**config.mk**
```make
export PLATFORM = sky130hd
export DESIGN_NAME = grid_histogram_localizer_flat
export DESIGN_NICKNAME = d
export VERILOG_FILES = /design/src/rtl/ghl_pkg.sv /design/src/rtl/ghl_if.sv /design/src/rtl/ghl_ram.sv /design/src/rtl/ghl_div.sv /design/src/rtl/ghl_ctrl.sv /design/src/rtl/ghl_dp.sv /design/src/rtl/grid_histogram_localizer.sv /design/src/flat_wrapper.sv
export SDC_FILE = /design/constraint.sdc
export NUM_CORES = 2
export LEC_CHECK = 0
export BUFFER_PORTS_ARGS = -buffer_cell sky130_fd_sc_hd__buf_2
export CELL_PAD_IN_SITES_DETAIL_PLACEMENT = 1
export CELL_PAD_IN_SITES_GLOBAL_PLACEMENT = 1
export CORE_ASPECT_RATIO = 1.1
export CORE_UTILIZATION = 45
export DETAILED_ROUTE_END_ITERATION = 10
export PLACE_DENSITY = 0.82
export SETUP_SLACK_MARGIN = 0.2
export SYNTH_ARGS = -nofsm -noshare
export SYNTH_HDL_FRONTEND = slang
export SYNTH_HIERARCHICAL = 1
export SYNTH_SLANG_ARGS = --single-unit
```
**constraint.sdc**
```tcl
create_clock -name i_clk -period 11 [get_ports i_clk]
set_clock_uncertainty 0.2 [all_clocks]
set_input_delay 2.2 -clock i_clk [delete_from_list [all_inputs] [get_ports i_clk]]
set_output_delay 2.2 -clock i_clk [all_outputs]
set_load 0.05 [all_outputs]
```
**src/rtl/ghl_pkg.sv**
```systemverilog
// ----------------------------------------------------------------------------
// ghl_pkg
// shared types and constants of the grid histogram localizer
// ----------------------------------------------------------------------------
`default_nettype none

package ghl_pkg;

    // probabilities are q16, 65536 is one
    localparam int          PROB_W  = 17;
    localparam int          PIECE_W = 33;
    localparam int          ONE_INT = 65536;
    localparam logic [16:0] ONE     = 17'h10000;

    // opcodes
    localparam logic [1:0] OP_LOAD    = 2'd0;
    localparam logic [1:0] OP_UNIFORM = 2'd1;
    localparam logic [1:0] OP_STEP    = 2'd2;
    localparam logic [1:0] OP_SPARE   = 2'd3;

    // register indexes
    localparam logic REG_CORRECT = 1'b0;
    localparam logic REG_MOVE    = 1'b1;

    localparam logic [16:0] CORRECT_RST = 17'd45875;
    localparam logic [16:0] MOVE_RST    = 17'd52429;

    typedef struct packed {
        logic [1:0]        opcode;
        logic [2:0]        cell_row;
        logic [2:0]        cell_col;
        logic [7:0]        cell_color;
        logic signed [3:0] motion_row;
        logic signed [3:0] motion_col;
        logic [7:0]        measurement;
    } t_in_item;

    typedef struct packed {
        logic [2:0]  out_row;
        logic [2:0]  out_col;
        logic [16:0] cell_prob;
        logic        degenerate;
        logic        last;
    } t_out_item;

    typedef struct packed {
        logic take;
        logic init_step;
        logic a_own;
        logic a_src;
        logic a_mix;
        logic a_piece;
        logic a_acc;
        logic b_rd;
        logic b_piece;
        logic b_div;
        logic b_out;
        logic b_next;
    } t_cmd;

    typedef struct packed {
        logic is_step;
        logic init_done;
        logic cell_last;
        logic div_done;
        logic out_busy;
    } t_sts;

    typedef enum logic [13:0] {
        S_IDLE = 14'b00000000000001,
        S_INIT = 14'b00000000000010,
        S_A0   = 14'b00000000000100,
        S_A1   = 14'b00000000001000,
        S_A2   = 14'b00000000010000,
        S_A3   = 14'b00000000100000,
        S_A4   = 14'b00000001000000,
        S_A5   = 14'b00000010000000,
        S_B0   = 14'b00000100000000,
        S_B1   = 14'b00001000000000,
        S_B2   = 14'b00010000000000,
        S_B3   = 14'b00100000000000,
        S_B4   = 14'b01000000000000,
        S_B5   = 14'b10000000000000
    } t_state;

endpackage

`default_nettype wire

```
**src/rtl/ghl_if.sv**
```systemverilog
// ----------------------------------------------------------------------------
// ghl_if
// valid/ready channels for input items and result items
// ----------------------------------------------------------------------------
`default_nettype none

interface ghl_in_if;
    logic              valid;
    logic              ready;
    ghl_pkg::t_in_item data;
    modport source (output valid, output data, input ready);
    modport sink   (input valid, input data, output ready);
endinterface

interface ghl_out_if;
    logic               valid;
    logic               ready;
    ghl_pkg::t_out_item data;
    modport source (output valid, output data, input ready);
    modport sink   (input valid, input data, output ready);
endinterface

`default_nettype wire

```
**src/rtl/ghl_ram.sv**
```systemverilog
// ----------------------------------------------------------------------------
// ghl_ram
// generic single write, single read ram with registered read data
// ----------------------------------------------------------------------------
`default_nettype none

module ghl_ram #(
    parameter int WIDTH = 8,
    parameter int DEPTH = 20,
    localparam int AW = (DEPTH > 1) ? $clog2(DEPTH) : 1
) (
    input  wire logic                 i_clk,
    input  wire logic                 i_we,
    input  wire logic [AW-1:0]        i_waddr,
    input  wire logic [WIDTH-1:0]     i_wdata,
    input  wire logic [AW-1:0]        i_raddr,
    output logic      [WIDTH-1:0]     o_rdata
);
    logic [WIDTH-1:0] r_mem [DEPTH];

    always_ff @(posedge i_clk) begin
        if (i_we) begin
            r_mem[i_waddr] <= i_wdata;
        end
        o_rdata <= r_mem[i_raddr];
    end
endmodule

`default_nettype wire

```
**src/rtl/ghl_div.sv**
```systemverilog
// ----------------------------------------------------------------------------
// ghl_div
// restoring divider, one quotient bit a cycle: floor(num * 65536 / den)
// ----------------------------------------------------------------------------
`default_nettype none

module ghl_div #(
    parameter int SW = 38
) (
    input  wire logic                          i_clk,
    input  wire logic                          i_rst_n,
    input  wire logic                          i_start,
    input  wire logic [ghl_pkg::PIECE_W-1:0]   i_num,
    input  wire logic [SW-1:0]                 i_den,
    output logic                               o_busy,
    output logic [ghl_pkg::PROB_W-1:0]         o_quo
);
    logic [SW-1:0] r_rem;
    logic          r_lsb;
    logic [4:0]    r_cnt;
    logic [SW:0]   w_trial;
    logic          w_fit;

    // num <= den, so num/2 < den and 17 quotient bits cover the result
    assign w_trial = {r_rem, r_lsb};
    assign w_fit   = (w_trial >= {1'b0, i_den});

    always_ff @(posedge i_clk) begin
        if (!i_rst_n) begin
            o_busy <= 1'b0;
            r_cnt  <= '0;
        end else if (i_start) begin
            o_busy <= 1'b1;
            r_cnt  <= 5'(ghl_pkg::PROB_W);
        end else if (o_busy) begin
            r_cnt <= r_cnt - 5'd1;
            if (r_cnt == 5'd1) begin
                o_busy <= 1'b0;
            end
        end
    end

    always_ff @(posedge i_clk) begin
        if (i_start) begin
            r_rem <= SW'(i_num[ghl_pkg::PIECE_W-1:1]);
            r_lsb <= i_num[0];
            o_quo <= '0;
        end else if (o_busy) begin
            r_rem <= w_fit ? SW'(w_trial - {1'b0, i_den}) : w_trial[SW-1:0];
            r_lsb <= 1'b0;
            o_quo <= {o_quo[ghl_pkg::PROB_W-2:0], w_fit};
        end
    end
endmodule

`default_nettype wire

```
**src/rtl/ghl_ctrl.sv**
```systemverilog
// ----------------------------------------------------------------------------
// ghl_ctrl
// sequencer of the localizer: motion pass, then sense and normalize pass
// ----------------------------------------------------------------------------
`default_nettype none

module ghl_ctrl (
    input  wire logic          i_clk,
    input  wire logic          i_rst_n,
    input  wire logic          i_in_valid,
    input  wire ghl_pkg::t_sts i_sts,
    output logic               o_in_ready,
    output ghl_pkg::t_cmd      o_cmd
);
    ghl_pkg::t_state r_state, n_state;

    assign o_in_ready = (r_state == ghl_pkg::S_IDLE);

    always_comb begin
        n_state = r_state;
        case (r_state)
            ghl_pkg::S_IDLE: begin
                if (i_in_valid && i_sts.is_step) begin
                    n_state = ghl_pkg::S_INIT;
                end
            end
            ghl_pkg::S_INIT: begin
                if (i_sts.init_done) begin
                    n_state = ghl_pkg::S_A0;
                end
            end
            ghl_pkg::S_A0: n_state = ghl_pkg::S_A1;
            ghl_pkg::S_A1: n_state = ghl_pkg::S_A2;
            ghl_pkg::S_A2: n_state = ghl_pkg::S_A3;
            ghl_pkg::S_A3: n_state = ghl_pkg::S_A4;
            ghl_pkg::S_A4: n_state = ghl_pkg::S_A5;
            ghl_pkg::S_A5: n_state = i_sts.cell_last ? ghl_pkg::S_B0 : ghl_pkg::S_A0;
            ghl_pkg::S_B0: n_state = ghl_pkg::S_B1;
            ghl_pkg::S_B1: n_state = ghl_pkg::S_B2;
            ghl_pkg::S_B2: n_state = ghl_pkg::S_B3;
            ghl_pkg::S_B3: begin
                if (i_sts.div_done && !i_sts.out_busy) begin
                    n_state = ghl_pkg::S_B4;
                end
            end
            ghl_pkg::S_B4: n_state = ghl_pkg::S_B5;
            ghl_pkg::S_B5: n_state = i_sts.cell_last ? ghl_pkg::S_IDLE : ghl_pkg::S_B0;
            default:       n_state = ghl_pkg::S_IDLE;
        endcase
    end

    always_comb begin
        o_cmd           = '0;
        o_cmd.take      = (r_state == ghl_pkg::S_IDLE) && i_in_valid;
        o_cmd.init_step = (r_state == ghl_pkg::S_INIT);
        o_cmd.a_own     = (r_state == ghl_pkg::S_A0);
        o_cmd.a_src     = (r_state == ghl_pkg::S_A1);
        o_cmd.a_mix     = (r_state == ghl_pkg::S_A3);
        o_cmd.a_piece   = (r_state == ghl_pkg::S_A4);
        o_cmd.a_acc     = (r_state == ghl_pkg::S_A5);
        o_cmd.b_rd      = (r_state == ghl_pkg::S_B0);
        o_cmd.b_piece   = (r_state == ghl_pkg::S_B1);
        o_cmd.b_div     = (r_state == ghl_pkg::S_B2);
        o_cmd.b_out     = (r_state == ghl_pkg::S_B4);
        o_cmd.b_next    = (r_state == ghl_pkg::S_B5);
    end

    always_ff @(posedge i_clk) begin
        if (!i_rst_n) begin
            r_state <= ghl_pkg::S_IDLE;
        end else begin
            r_state <= n_state;
        end
    end
endmodule

`default_nettype wire

```
**src/rtl/ghl_dp.sv**
```systemverilog
// ----------------------------------------------------------------------------
// ghl_dp
// datapath: grid stores, cell counters, mixing and weighting, normalizer
// ----------------------------------------------------------------------------
`default_nettype none

module ghl_dp #(
    parameter int ROWS = 4,
    parameter int COLS = 5
) (
    input  wire logic                   i_clk,
    input  wire logic                   i_rst_n,
    input  wire ghl_pkg::t_cmd          i_cmd,
    output ghl_pkg::t_sts               o_sts,
    input  wire ghl_pkg::t_in_item      i_item,
    input  wire logic [16:0]            i_correct,
    input  wire logic [16:0]            i_move,
    output logic                        o_out_valid,
    input  wire logic                   i_out_ready,
    output ghl_pkg::t_out_item          o_out
);
    localparam int          CELLS = ROWS * COLS;
    localparam int          AW    = (CELLS > 1) ? $clog2(CELLS) : 1;
    localparam int          SW    = ghl_pkg::PIECE_W + AW;
    localparam logic [16:0] UNI   = 17'(ghl_pkg::ONE_INT / CELLS);
    localparam logic [2:0]  LROW  = 3'(ROWS - 1);
    localparam logic [2:0]  LCOL  = 3'(COLS - 1);

    // cell walk
    logic [2:0]        r_row, r_col, r_sr, r_sc, r_sc0;
    logic [AW-1:0]     r_idx;
    logic signed [3:0] r_dr, r_dc;
    logic [AW-1:0]     w_src;
    logic              w_last;

    // step data
    logic [7:0]         r_meas;
    logic               r_uniform;
    logic               r_match;
    logic [32:0]        r_p0, r_p1;
    logic [16:0]        r_scr;
    logic [32:0]        r_piece;
    logic [SW-1:0]      r_sum;

    logic [16:0] w_stay, w_wneg;
    logic [16:0] w_prob_q, w_scr_q, w_pv;
    logic [7:0]  w_color_q;
    logic [33:0] w_mul_a, w_mul_b;
    logic [33:0] w_mix_sum;
    logic [16:0] w_mix;
    logic [16:0] w_wa, w_wb;
    logic [16:0] w_quo, w_res;
    logic        w_div_busy, w_degen;

    logic           w_load_ok;
    logic [5:0]     w_load_lin;
    logic [AW-1:0]  w_prob_raddr;

    assign w_last = (r_idx == AW'(CELLS - 1));
    assign w_src  = AW'(AW'(r_sr) * AW'(COLS)) + AW'(r_sc);

    assign w_stay = ghl_pkg::ONE - i_move;
    assign w_wneg = ghl_pkg::ONE - i_correct;
    assign w_pv   = r_uniform ? UNI : w_prob_q;
    assign w_degen = (r_sum == '0);

    // color writes outside the grid are dropped
    assign w_load_ok  = i_cmd.take && (i_item.opcode == ghl_pkg::OP_LOAD)
                     && (4'(i_item.cell_row) < 4'(ROWS))
                     && (4'(i_item.cell_col) < 4'(COLS));
    assign w_load_lin = 6'(i_item.cell_row) * 6'(COLS) + 6'(i_item.cell_col);

    assign w_prob_raddr = i_cmd.a_src ? w_src : r_idx;

    ghl_ram #(.WIDTH(17), .DEPTH(CELLS)) u_prob_ram (
        .i_clk   (i_clk),
        .i_we    (i_cmd.b_out),
        .i_waddr (r_idx),
        .i_wdata (w_res),
        .i_raddr (w_prob_raddr),
        .o_rdata (w_prob_q)
    );

    ghl_ram #(.WIDTH(17), .DEPTH(CELLS)) u_scratch_ram (
        .i_clk   (i_clk),
        .i_we    (i_cmd.a_mix),
        .i_waddr (r_idx),
        .i_wdata (w_mix),
        .i_raddr (r_idx),
        .o_rdata (w_scr_q)
    );

    ghl_ram #(.WIDTH(8), .DEPTH(CELLS)) u_color_ram (
        .i_clk   (i_clk),
        .i_we    (w_load_ok),
        .i_waddr (AW'(w_load_lin)),
        .i_wdata (i_item.cell_color),
        .i_raddr (r_idx),
        .o_rdata (w_color_q)
    );

    // separate weighting multiplier for each pass: w_mul_a in the motion pass, w_mul_b in the sense pass
    assign w_wa      = r_match ? i_correct : w_wneg;
    assign w_mul_a   = 34'(w_wa) * 34'(r_scr);
    assign w_wb      = (w_color_q == r_meas) ? i_correct : w_wneg;
    assign w_mul_b   = 34'(w_wb) * 34'(w_scr_q);
    assign w_mix_sum = 34'(r_p0) + 34'(r_p1);
    assign w_mix     = (w_mix_sum[33:16] > 18'(ghl_pkg::ONE)) ? ghl_pkg::ONE
                                                              : w_mix_sum[32:16];

    ghl_div #(.SW(SW)) u_div (
        .i_clk   (i_clk),
        .i_rst_n (i_rst_n),
        .i_start (i_cmd.b_div),
        .i_num   (r_piece),
        .i_den   (r_sum),
        .o_busy  (w_div_busy),
        .o_quo   (w_quo)
    );

    // a zero normalizer leaves every piece at zero
    assign w_res = w_degen ? r_piece[32:16] : w_quo;

    always_ff @(posedge i_clk) begin
        if (i_cmd.take) begin
            r_meas <= i_item.measurement;
        end
        if (i_cmd.a_own) begin
            r_match <= (w_color_q == r_meas);
        end
        if (i_cmd.a_src) begin
            r_p0    <= 33'(34'(w_stay) * 34'(w_pv));
            r_match <= (w_color_q == r_meas);
        end
        if (i_cmd.a_mix) begin
            r_scr <= w_mix;
        end
        if (i_cmd.a_piece) begin
            r_piece <= 33'(w_mul_a);
        end
        if (i_cmd.b_piece) begin
            r_piece <= 33'(w_mul_b);
        end
    end

    // src product in the cycle after the own product
    logic r_src_phase;
    always_ff @(posedge i_clk) begin
        if (!i_rst_n) begin
            r_src_phase <= 1'b0;
        end else begin
            r_src_phase <= i_cmd.a_src;
        end
    end
    always_ff @(posedge i_clk) begin
        if (r_src_phase) begin
            r_p1 <= 33'(34'(i_move) * 34'(w_pv));
        end
    end

    always_ff @(posedge i_clk) begin
        if (!i_rst_n) begin
            r_uniform <= 1'b1;
            r_sum     <= '0;
        end else begin
            if (i_cmd.take && (i_item.opcode == ghl_pkg::OP_UNIFORM)) begin
                r_uniform <= 1'b1;
            end else if (i_cmd.a_acc && w_last) begin
                r_uniform <= 1'b0;
            end
            if (i_cmd.take) begin
                r_sum <= '0;
            end else if (i_cmd.a_acc) begin
                r_sum <= r_sum + SW'(r_piece);
            end
        end
    end

    // cell counters; source row and column trail by the motion with wrap-around
    always_ff @(posedge i_clk) begin
        if (!i_rst_n) begin
            r_row <= '0;
            r_col <= '0;
            r_idx <= '0;
            r_sr  <= '0;
            r_sc  <= '0;
            r_sc0 <= '0;
            r_dr  <= '0;
            r_dc  <= '0;
        end else if (i_cmd.take) begin
            r_row <= '0;
            r_col <= '0;
            r_idx <= '0;
            r_sr  <= '0;
            r_sc  <= '0;
            r_sc0 <= '0;
            r_dr  <= i_item.motion_row;
            r_dc  <= i_item.motion_col;
        end else if (i_cmd.init_step) begin
            if (r_dr > 4'sd0) begin
                r_sr <= (r_sr == 3'd0) ? LROW : r_sr - 3'd1;
                r_dr <= r_dr - 4'sd1;
            end else if (r_dr < 4'sd0) begin
                r_sr <= (r_sr == LROW) ? 3'd0 : r_sr + 3'd1;
                r_dr <= r_dr + 4'sd1;
            end
            if (r_dc > 4'sd0) begin
                r_sc  <= (r_sc == 3'd0) ? LCOL : r_sc - 3'd1;
                r_sc0 <= (r_sc == 3'd0) ? LCOL : r_sc - 3'd1;
                r_dc  <= r_dc - 4'sd1;
            end else if (r_dc < 4'sd0) begin
                r_sc  <= (r_sc == LCOL) ? 3'd0 : r_sc + 3'd1;
                r_sc0 <= (r_sc == LCOL) ? 3'd0 : r_sc + 3'd1;
                r_dc  <= r_dc + 4'sd1;
            end
        end else if (i_cmd.a_acc || i_cmd.b_next) begin
            if (w_last) begin
                r_row <= '0;
                r_col <= '0;
                r_idx <= '0;
            end else begin
                r_idx <= r_idx + AW'(1);
                if (r_col == LCOL) begin
                    r_col <= '0;
                    r_row <= r_row + 3'd1;
                    r_sc  <= r_sc0;
                    r_sr  <= (r_sr == LROW) ? 3'd0 : r_sr + 3'd1;
                end else begin
                    r_col <= r_col + 3'd1;
                    r_sc  <= (r_sc == LCOL) ? 3'd0 : r_sc + 3'd1;
                end
            end
        end
    end

    // result register parts the sequencer from the sink
    always_ff @(posedge i_clk) begin
        if (!i_rst_n) begin
            o_out_valid <= 1'b0;
        end else if (i_cmd.b_out) begin
            o_out_valid <= 1'b1;
        end else if (i_out_ready) begin
            o_out_valid <= 1'b0;
        end
    end

    always_ff @(posedge i_clk) begin
        if (i_cmd.b_out) begin
            o_out.out_row    <= r_row;
            o_out.out_col    <= r_col;
            o_out.cell_prob  <= w_res;
            o_out.degenerate <= w_degen;
            o_out.last       <= w_last;
        end
    end

    always_comb begin
        o_sts           = '0;
        o_sts.is_step   = (i_item.opcode == ghl_pkg::OP_STEP);
        o_sts.init_done = (r_dr == 4'sd0) && (r_dc == 4'sd0);
        o_sts.cell_last = w_last;
        o_sts.div_done  = !w_div_busy;
        o_sts.out_busy  = o_out_valid || i_cmd.b_rd;
    end
endmodule

`default_nettype wire

```
**src/rtl/grid_histogram_localizer.sv**
```systemverilog
// ----------------------------------------------------------------------------
// grid_histogram_localizer
// discrete bayes filter over a cyclic ROWS x COLS grid of q16 probabilities
// ----------------------------------------------------------------------------
// One item is handled at a time. A load or a uniform-reset item is taken
// while idle and starts no pass. A step item first sets up the motion offset,
// then runs the motion pass cell by cell (two reads of the one read port of
// the probability store, two registered multiplies, the weighting multiply and
// the accumulate), then the sense pass cell by cell, which waits on the
// bit-serial divider used for normalization. A stalled sink holds the pass.
// Results leave in row-major order through an output register, one beat per
// cell, with last set on the final cell. There is no clearing pass after reset:
// the uniform grid is held as a flag until the first step writes every cell.
// ----------------------------------------------------------------------------
`default_nettype none

module grid_histogram_localizer #(
    parameter int ROWS = 4,
    parameter int COLS = 5
) (
    input  wire logic        i_clk,
    input  wire logic        i_rst_n,
    // register port
    input  wire logic        psel,
    input  wire logic        penable,
    input  wire logic        pwrite,
    input  wire logic [2:0]  paddr,
    input  wire logic [31:0] pwdata,
    output logic      [31:0] prdata,
    output logic             pready,
    // item channels
    ghl_in_if.sink           i_in,
    ghl_out_if.source        o_out
);
    // configuration registers
    logic [16:0] r_correct, r_move;
    logic [16:0] w_correct, w_move;
    logic        w_cfg_wr;

    ghl_pkg::t_cmd w_cmd;
    ghl_pkg::t_sts w_sts;

    assign pready   = 1'b1;
    assign w_cfg_wr = psel && penable && pwrite;

    always_ff @(posedge i_clk) begin
        if (!i_rst_n) begin
            r_correct <= ghl_pkg::CORRECT_RST;
            r_move    <= ghl_pkg::MOVE_RST;
        end else if (w_cfg_wr) begin
            if (paddr[2] == ghl_pkg::REG_CORRECT) begin
                r_correct <= pwdata[16:0];
            end else begin
                r_move <= pwdata[16:0];
            end
        end
    end

    // read back the raw register value
    assign prdata = (paddr[2] == ghl_pkg::REG_MOVE) ? 32'(r_move) : 32'(r_correct);

    // values above one act as one
    assign w_correct = (r_correct > ghl_pkg::ONE) ? ghl_pkg::ONE : r_correct;
    assign w_move    = (r_move > ghl_pkg::ONE) ? ghl_pkg::ONE : r_move;

    // sequencer
    ghl_ctrl u_ctrl (
        .i_clk      (i_clk),
        .i_rst_n    (i_rst_n),
        .i_in_valid (i_in.valid),
        .i_sts      (w_sts),
        .o_in_ready (i_in.ready),
        .o_cmd      (w_cmd)
    );

    // grid stores, arithmetic and the result register
    ghl_dp #(.ROWS(ROWS), .COLS(COLS)) u_dp (
        .i_clk       (i_clk),
        .i_rst_n     (i_rst_n),
        .i_cmd       (w_cmd),
        .o_sts       (w_sts),
        .i_item      (i_in.data),
        .i_correct   (w_correct),
        .i_move      (w_move),
        .o_out_valid (o_out.valid),
        .i_out_ready (o_out.ready),
        .o_out       (o_out.data)
    );

`ifndef SYNTH
    // the final beat of a step is always the bottom-right cell
    a_last_cell: assert property (@(posedge i_clk) disable iff (!i_rst_n)
        o_out.valid && o_out.data.last |->
            (o_out.data.out_row == 3'(ROWS - 1)) && (o_out.data.out_col == 3'(COLS - 1)))
        else $error("last beat not on final cell");

    // a result is only loaded into a free output register
    a_out_free: assert property (@(posedge i_clk) disable iff (!i_rst_n)
        w_cmd.b_out |-> !o_out.valid)
        else $error("result register overwritten");

    // no new item is taken while a result is being produced
    a_no_take: assert property (@(posedge i_clk) disable iff (!i_rst_n)
        w_cmd.b_out |-> !i_in.ready)
        else $error("input ready during sense pass");
`endif
endmodule

`default_nettype wire

```
**src/flat_wrapper.sv**
```systemverilog
// flat-port wrapper written by rule: the top's interface ports become plain ports
module grid_histogram_localizer_flat 
#(
    parameter int ROWS = 4,
    parameter int COLS = 5
)
  (i_clk, i_rst_n, psel, penable, pwrite, paddr, pwdata, prdata, pready, i_in_valid, i_in_data, i_in_ready, o_out_valid, o_out_data, o_out_ready);
  ghl_in_if i_in_i ();
  ghl_out_if o_out_i ();
  input  wire logic i_clk;
  input  wire logic i_rst_n;
  input  wire logic psel;
  input  wire logic penable;
  input  wire logic pwrite;
  input  wire logic [2:0] paddr;
  input  wire logic [31:0] pwdata;
  output logic      [31:0] prdata;
  output logic pready;
  input wire logic [$bits(i_in_i.valid)-1:0] i_in_valid;
  input wire logic [$bits(i_in_i.data)-1:0] i_in_data;
  output wire logic [$bits(i_in_i.ready)-1:0] i_in_ready;
  output wire logic [$bits(o_out_i.valid)-1:0] o_out_valid;
  output wire logic [$bits(o_out_i.data)-1:0] o_out_data;
  input wire logic [$bits(o_out_i.ready)-1:0] o_out_ready;
  assign i_in_i.valid = i_in_valid;
  assign i_in_i.data = i_in_data;
  assign i_in_ready = i_in_i.ready;
  assign o_out_valid = o_out_i.valid;
  assign o_out_data = o_out_i.data;
  assign o_out_i.ready = o_out_ready;
  grid_histogram_localizer #(.ROWS(ROWS), .COLS(COLS)) u_core (.i_clk(i_clk), .i_rst_n(i_rst_n), .psel(psel), .penable(penable), .pwrite(pwrite), .paddr(paddr), .pwdata(pwdata), .prdata(prdata), .pready(pready), .i_in(i_in_i), .o_out(o_out_i));
endmodule
```
==> flow_summary.yaml <==
status:
  status: "finished clean"
timing:
  fmax_mhz: 98.5
  hold_violations: 0
  period_minus_slack_ns: 10.16
  fin_crit_sh: 0.923
  tns_ns: 0
  worstMarginPinSlew_ns: 1.30
  report.final.slew_viol_count: 0
  setup_viol: 0
  relSlewSlack: 0.129
  rsz0062_at_grt: "false"
  fin_ws_ns: 0.845
clock_tree:
  cts_max_level: 4
  cts_num_sinks: 1211
  cts_buffers: 130
  clk_pin_slew_ns: 0.07
  clock_latency_ns: 0.81
  cts_hold_buf: 0
  post_cts_buffers: 0
  cts_tree: "done"
  post_cts_resized: 0
  clock_path_buffers: 3
  root_buffer: "clkbuf_16"
global_route:
  grt_overflow_total: 0
  grt_pass1_wl_um: 419000
  grtUsageTotal: 0.269
  grt_pass1_vias: 71800
  antenna_found_initial: 10
  grt_max_degree: 106
place:
  pre_cts_slack_ns: 0.972
  portBuffers: 100
  place_area_mm2: 0.0948
  dp_cells: 10800
  dpl.hpwl_um: 197000
  place.gp.congestion: 0.916
critical_path:
  worst_path_max_delay_cell: "xor2_1"
  crit_arrival_ns: 10.47
  worstReg2RegStart: "u_core/r_correct[16]"
  cp-start-kind: "register"
  path_class: "reg2reg"
  crit_top_cell: "fa_1"
  worstPathRequired_ns: 11.32
  worstRegToRegCells: 33
  r2r_slack_ns: 0.84
  cp_max_fo: 16
  worst_path_largest_cell_delay_ns: 0.69
  endpoint_kind: "register"
  reg2reg_to: "u_core/u_dp/r_piece[29]"
yosys:
  ys.flop_type: "edfxtp_1"
  synth_top_area_frac: 0.337
  synth-adder-area-share: 0.273
  post_synth_main_area_contributors: "edfxtp_1 (34%), fa_1 (20%), ha_1 (7.6%)"
  synth_edf_count: 1023
  synth_area_mm2: 0.0913
  synth_cell_types: 112
  synth.most_common_cell: "inv_1"
  avgSynthCellArea_um2: 11.1
  synth-seq-cells: 1211
  synth_top_family_by_area: "adder cells"
  ys_seq_area_frac: 0.378
  synth-xor-area-share: 0.0265
  netlist_instances: 8225
  ys_warn_count: 6
  synthSimpleGateAreaFrac: 0.124
  synth_compound_area_frac: 0.0671
  synthMuxAreaShare: 0.0635
  synthArstFlopShare: 0
  synth_common_cells: "inv_1 (1173), nand2_1 (1088), edfxtp_1 (1023)"
  yosys.area.top_type: "edfxtp_1"
floorplanning:
  die_y_um: 474
  num_rows: 173
  start_util: 0.452
  io_pins: 134
  core_area_mm2: 0.202
  die_w_um: 431
  die_area_mm2: 0.205
run:
  drv_cap: 0
routing:
  drtIter0Drc: 4111
  wl_per_cell_um: 24.5
  drtAntennaViolNets: 0
  routed-via-count: 63200
  via_per_inst: 5.70
  drcViolationCount: 0
  dr.pass1.iters: 5
  wirelength_um: 272000
hold_path:
  hold_path_class: "reg2reg"
  holdPathStages: 2
  hp-start: "u_core/u_dp/r_sc0[1]"
  whs_endpoint: "u_core/u_dp/r_sc0[1]"
layout:
  finalInstanceArea_mm2: 0.0991
  nNetsFinal: 9782
  drive_gt1_frac: 0.0878
  fillers: 21600
  area_growth_pct: 8.63
  instances_no_fill: 11100
pwr:
  power.leakage_nw: 40.8
  irDropWorstVdd_uv: 101
  powerDensity_mw_per_mm2: 117
-- cells in the final DEF (no fill, tap or decap), drive strengths merged, types with 96 or more instances in the layout --
cell,n
dfxtp,188
inv,1183
nand2,1091
edfxtp,1023
a21oi,250
nor2,343
xor2,109
a21o,96
mux2i,345
xnor2,165
buf,254
fa,898
and2,413
ha,552
o21ai,156
clkbuf,165
-- cells by family (layout without fill, tap and decap cells) --
group	Yosys count	after routing
simple gates	2353	2353
buf+inv	1541	1665
fa+ha+maj	1450	1450
flops	1211	1211
compound gates	911	911
mux	483	483
xor+xnor	274	274
other cells	2	39
-- worst max-delay path: cells and delay by family, from the launching register on --
family | cells | cell delay, ns
xor gates and xnor gates | 2 | 0.88
and+or+nand+nor | 9 | 2.44
adders and majority gates | 7 | 3.10
buffers and inverters | 6 | 0.83
DFF | 1 | 0.60
AOI/OAI and AO/OA | 9 | 1.78
-- stage by stage --
stage | hold WS (ns) | power [mW] | util
6_report | 0.283 | 11.6 | 0.491
5_1_grt | 0.305 | 12.0 | 0.491
4_1_cts | 0.276 | 11.7 | 0.491
3_5_place_dp | 0.268 | 7.18 | 0.470
3_3_place_gp | 0.246 | 7.06 | 0.470
2_1_floorplan | 0.215 | 6.59 | -
-- layout make-up --
cell class,count,area [um^2],share of cell area
inverters,1174,4410,0.0445
well taps,2712,3390,0.0342
multi-input cells,5487,50800,0.512
clock buffers,165,3460,0.0349
flip-flops and latches,1211,34500,0.348
repair buffers,254,1660,0.0167
diodes,23,57.6,0.000581
clock inverters,72,858,0.00866
-- routing by layer --
layer | global-route usage | vias up | share of wire
met5 | 0 | - | 0
met4 | 0.171 | 0 | 0.069
met3 | 0.0359 | 741 | 0.052
met2 | 0.479 | 2057 | 0.51
met1 | 0.302 | 33000 | 0.37
li1 | - | 27500 | -
-- power breakdown --
part	internal, mW	switching (mW)
logic	0.805	1.24
registers	5.02	0.0178
clock network	2.49	1.98
total	8.32	3.24
-- worst max-delay path by stage --
stage                               startpoint                      end
after floorplan              u_core/r_move[16]     u_core/u_dp/r_p0[31]
after CTS                 u_core/r_correct[16]  u_core/u_dp/r_piece[29]
after global routing      u_core/r_correct[16]  u_core/u_dp/r_piece[29]
after detailed placement  u_core/r_correct[16]  u_core/u_dp/r_piece[29]
after global placement    u_core/r_correct[16]  u_core/u_dp/r_piece[29]
final                     u_core/r_correct[16]  u_core/u_dp/r_piece[29]
-- flip-flops by register name (all words and copies together) (netlist names), 8 cells and up --
signal and count:
u_core/r_correct 17, u_core/r_move 17, u_core/u_ctrl/r_state 14, u_core/u_dp/o_out 25, u_core/u_dp/r_meas 8, u_core/u_dp/r_p0 33
u_core/u_dp/r_p1 33, u_core/u_dp/r_piece 33, u_core/u_dp/r_scr 17, u_core/u_dp/r_sum 38, u_core/u_dp/u_color_ram/o_rdata 8, u_core/u_dp/u_color_ram/r_mem 160
u_core/u_dp/u_div/o_quo 17, u_core/u_dp/u_div/r_rem 38, u_core/u_dp/u_prob_ram/o_rdata 17, u_core/u_dp/u_prob_ram/r_mem 340, u_core/u_dp/u_scratch_ram/o_rdata 17, u_core/u_dp/u_scratch_ram/r_mem 340
(Power assumes the default switching activity.)
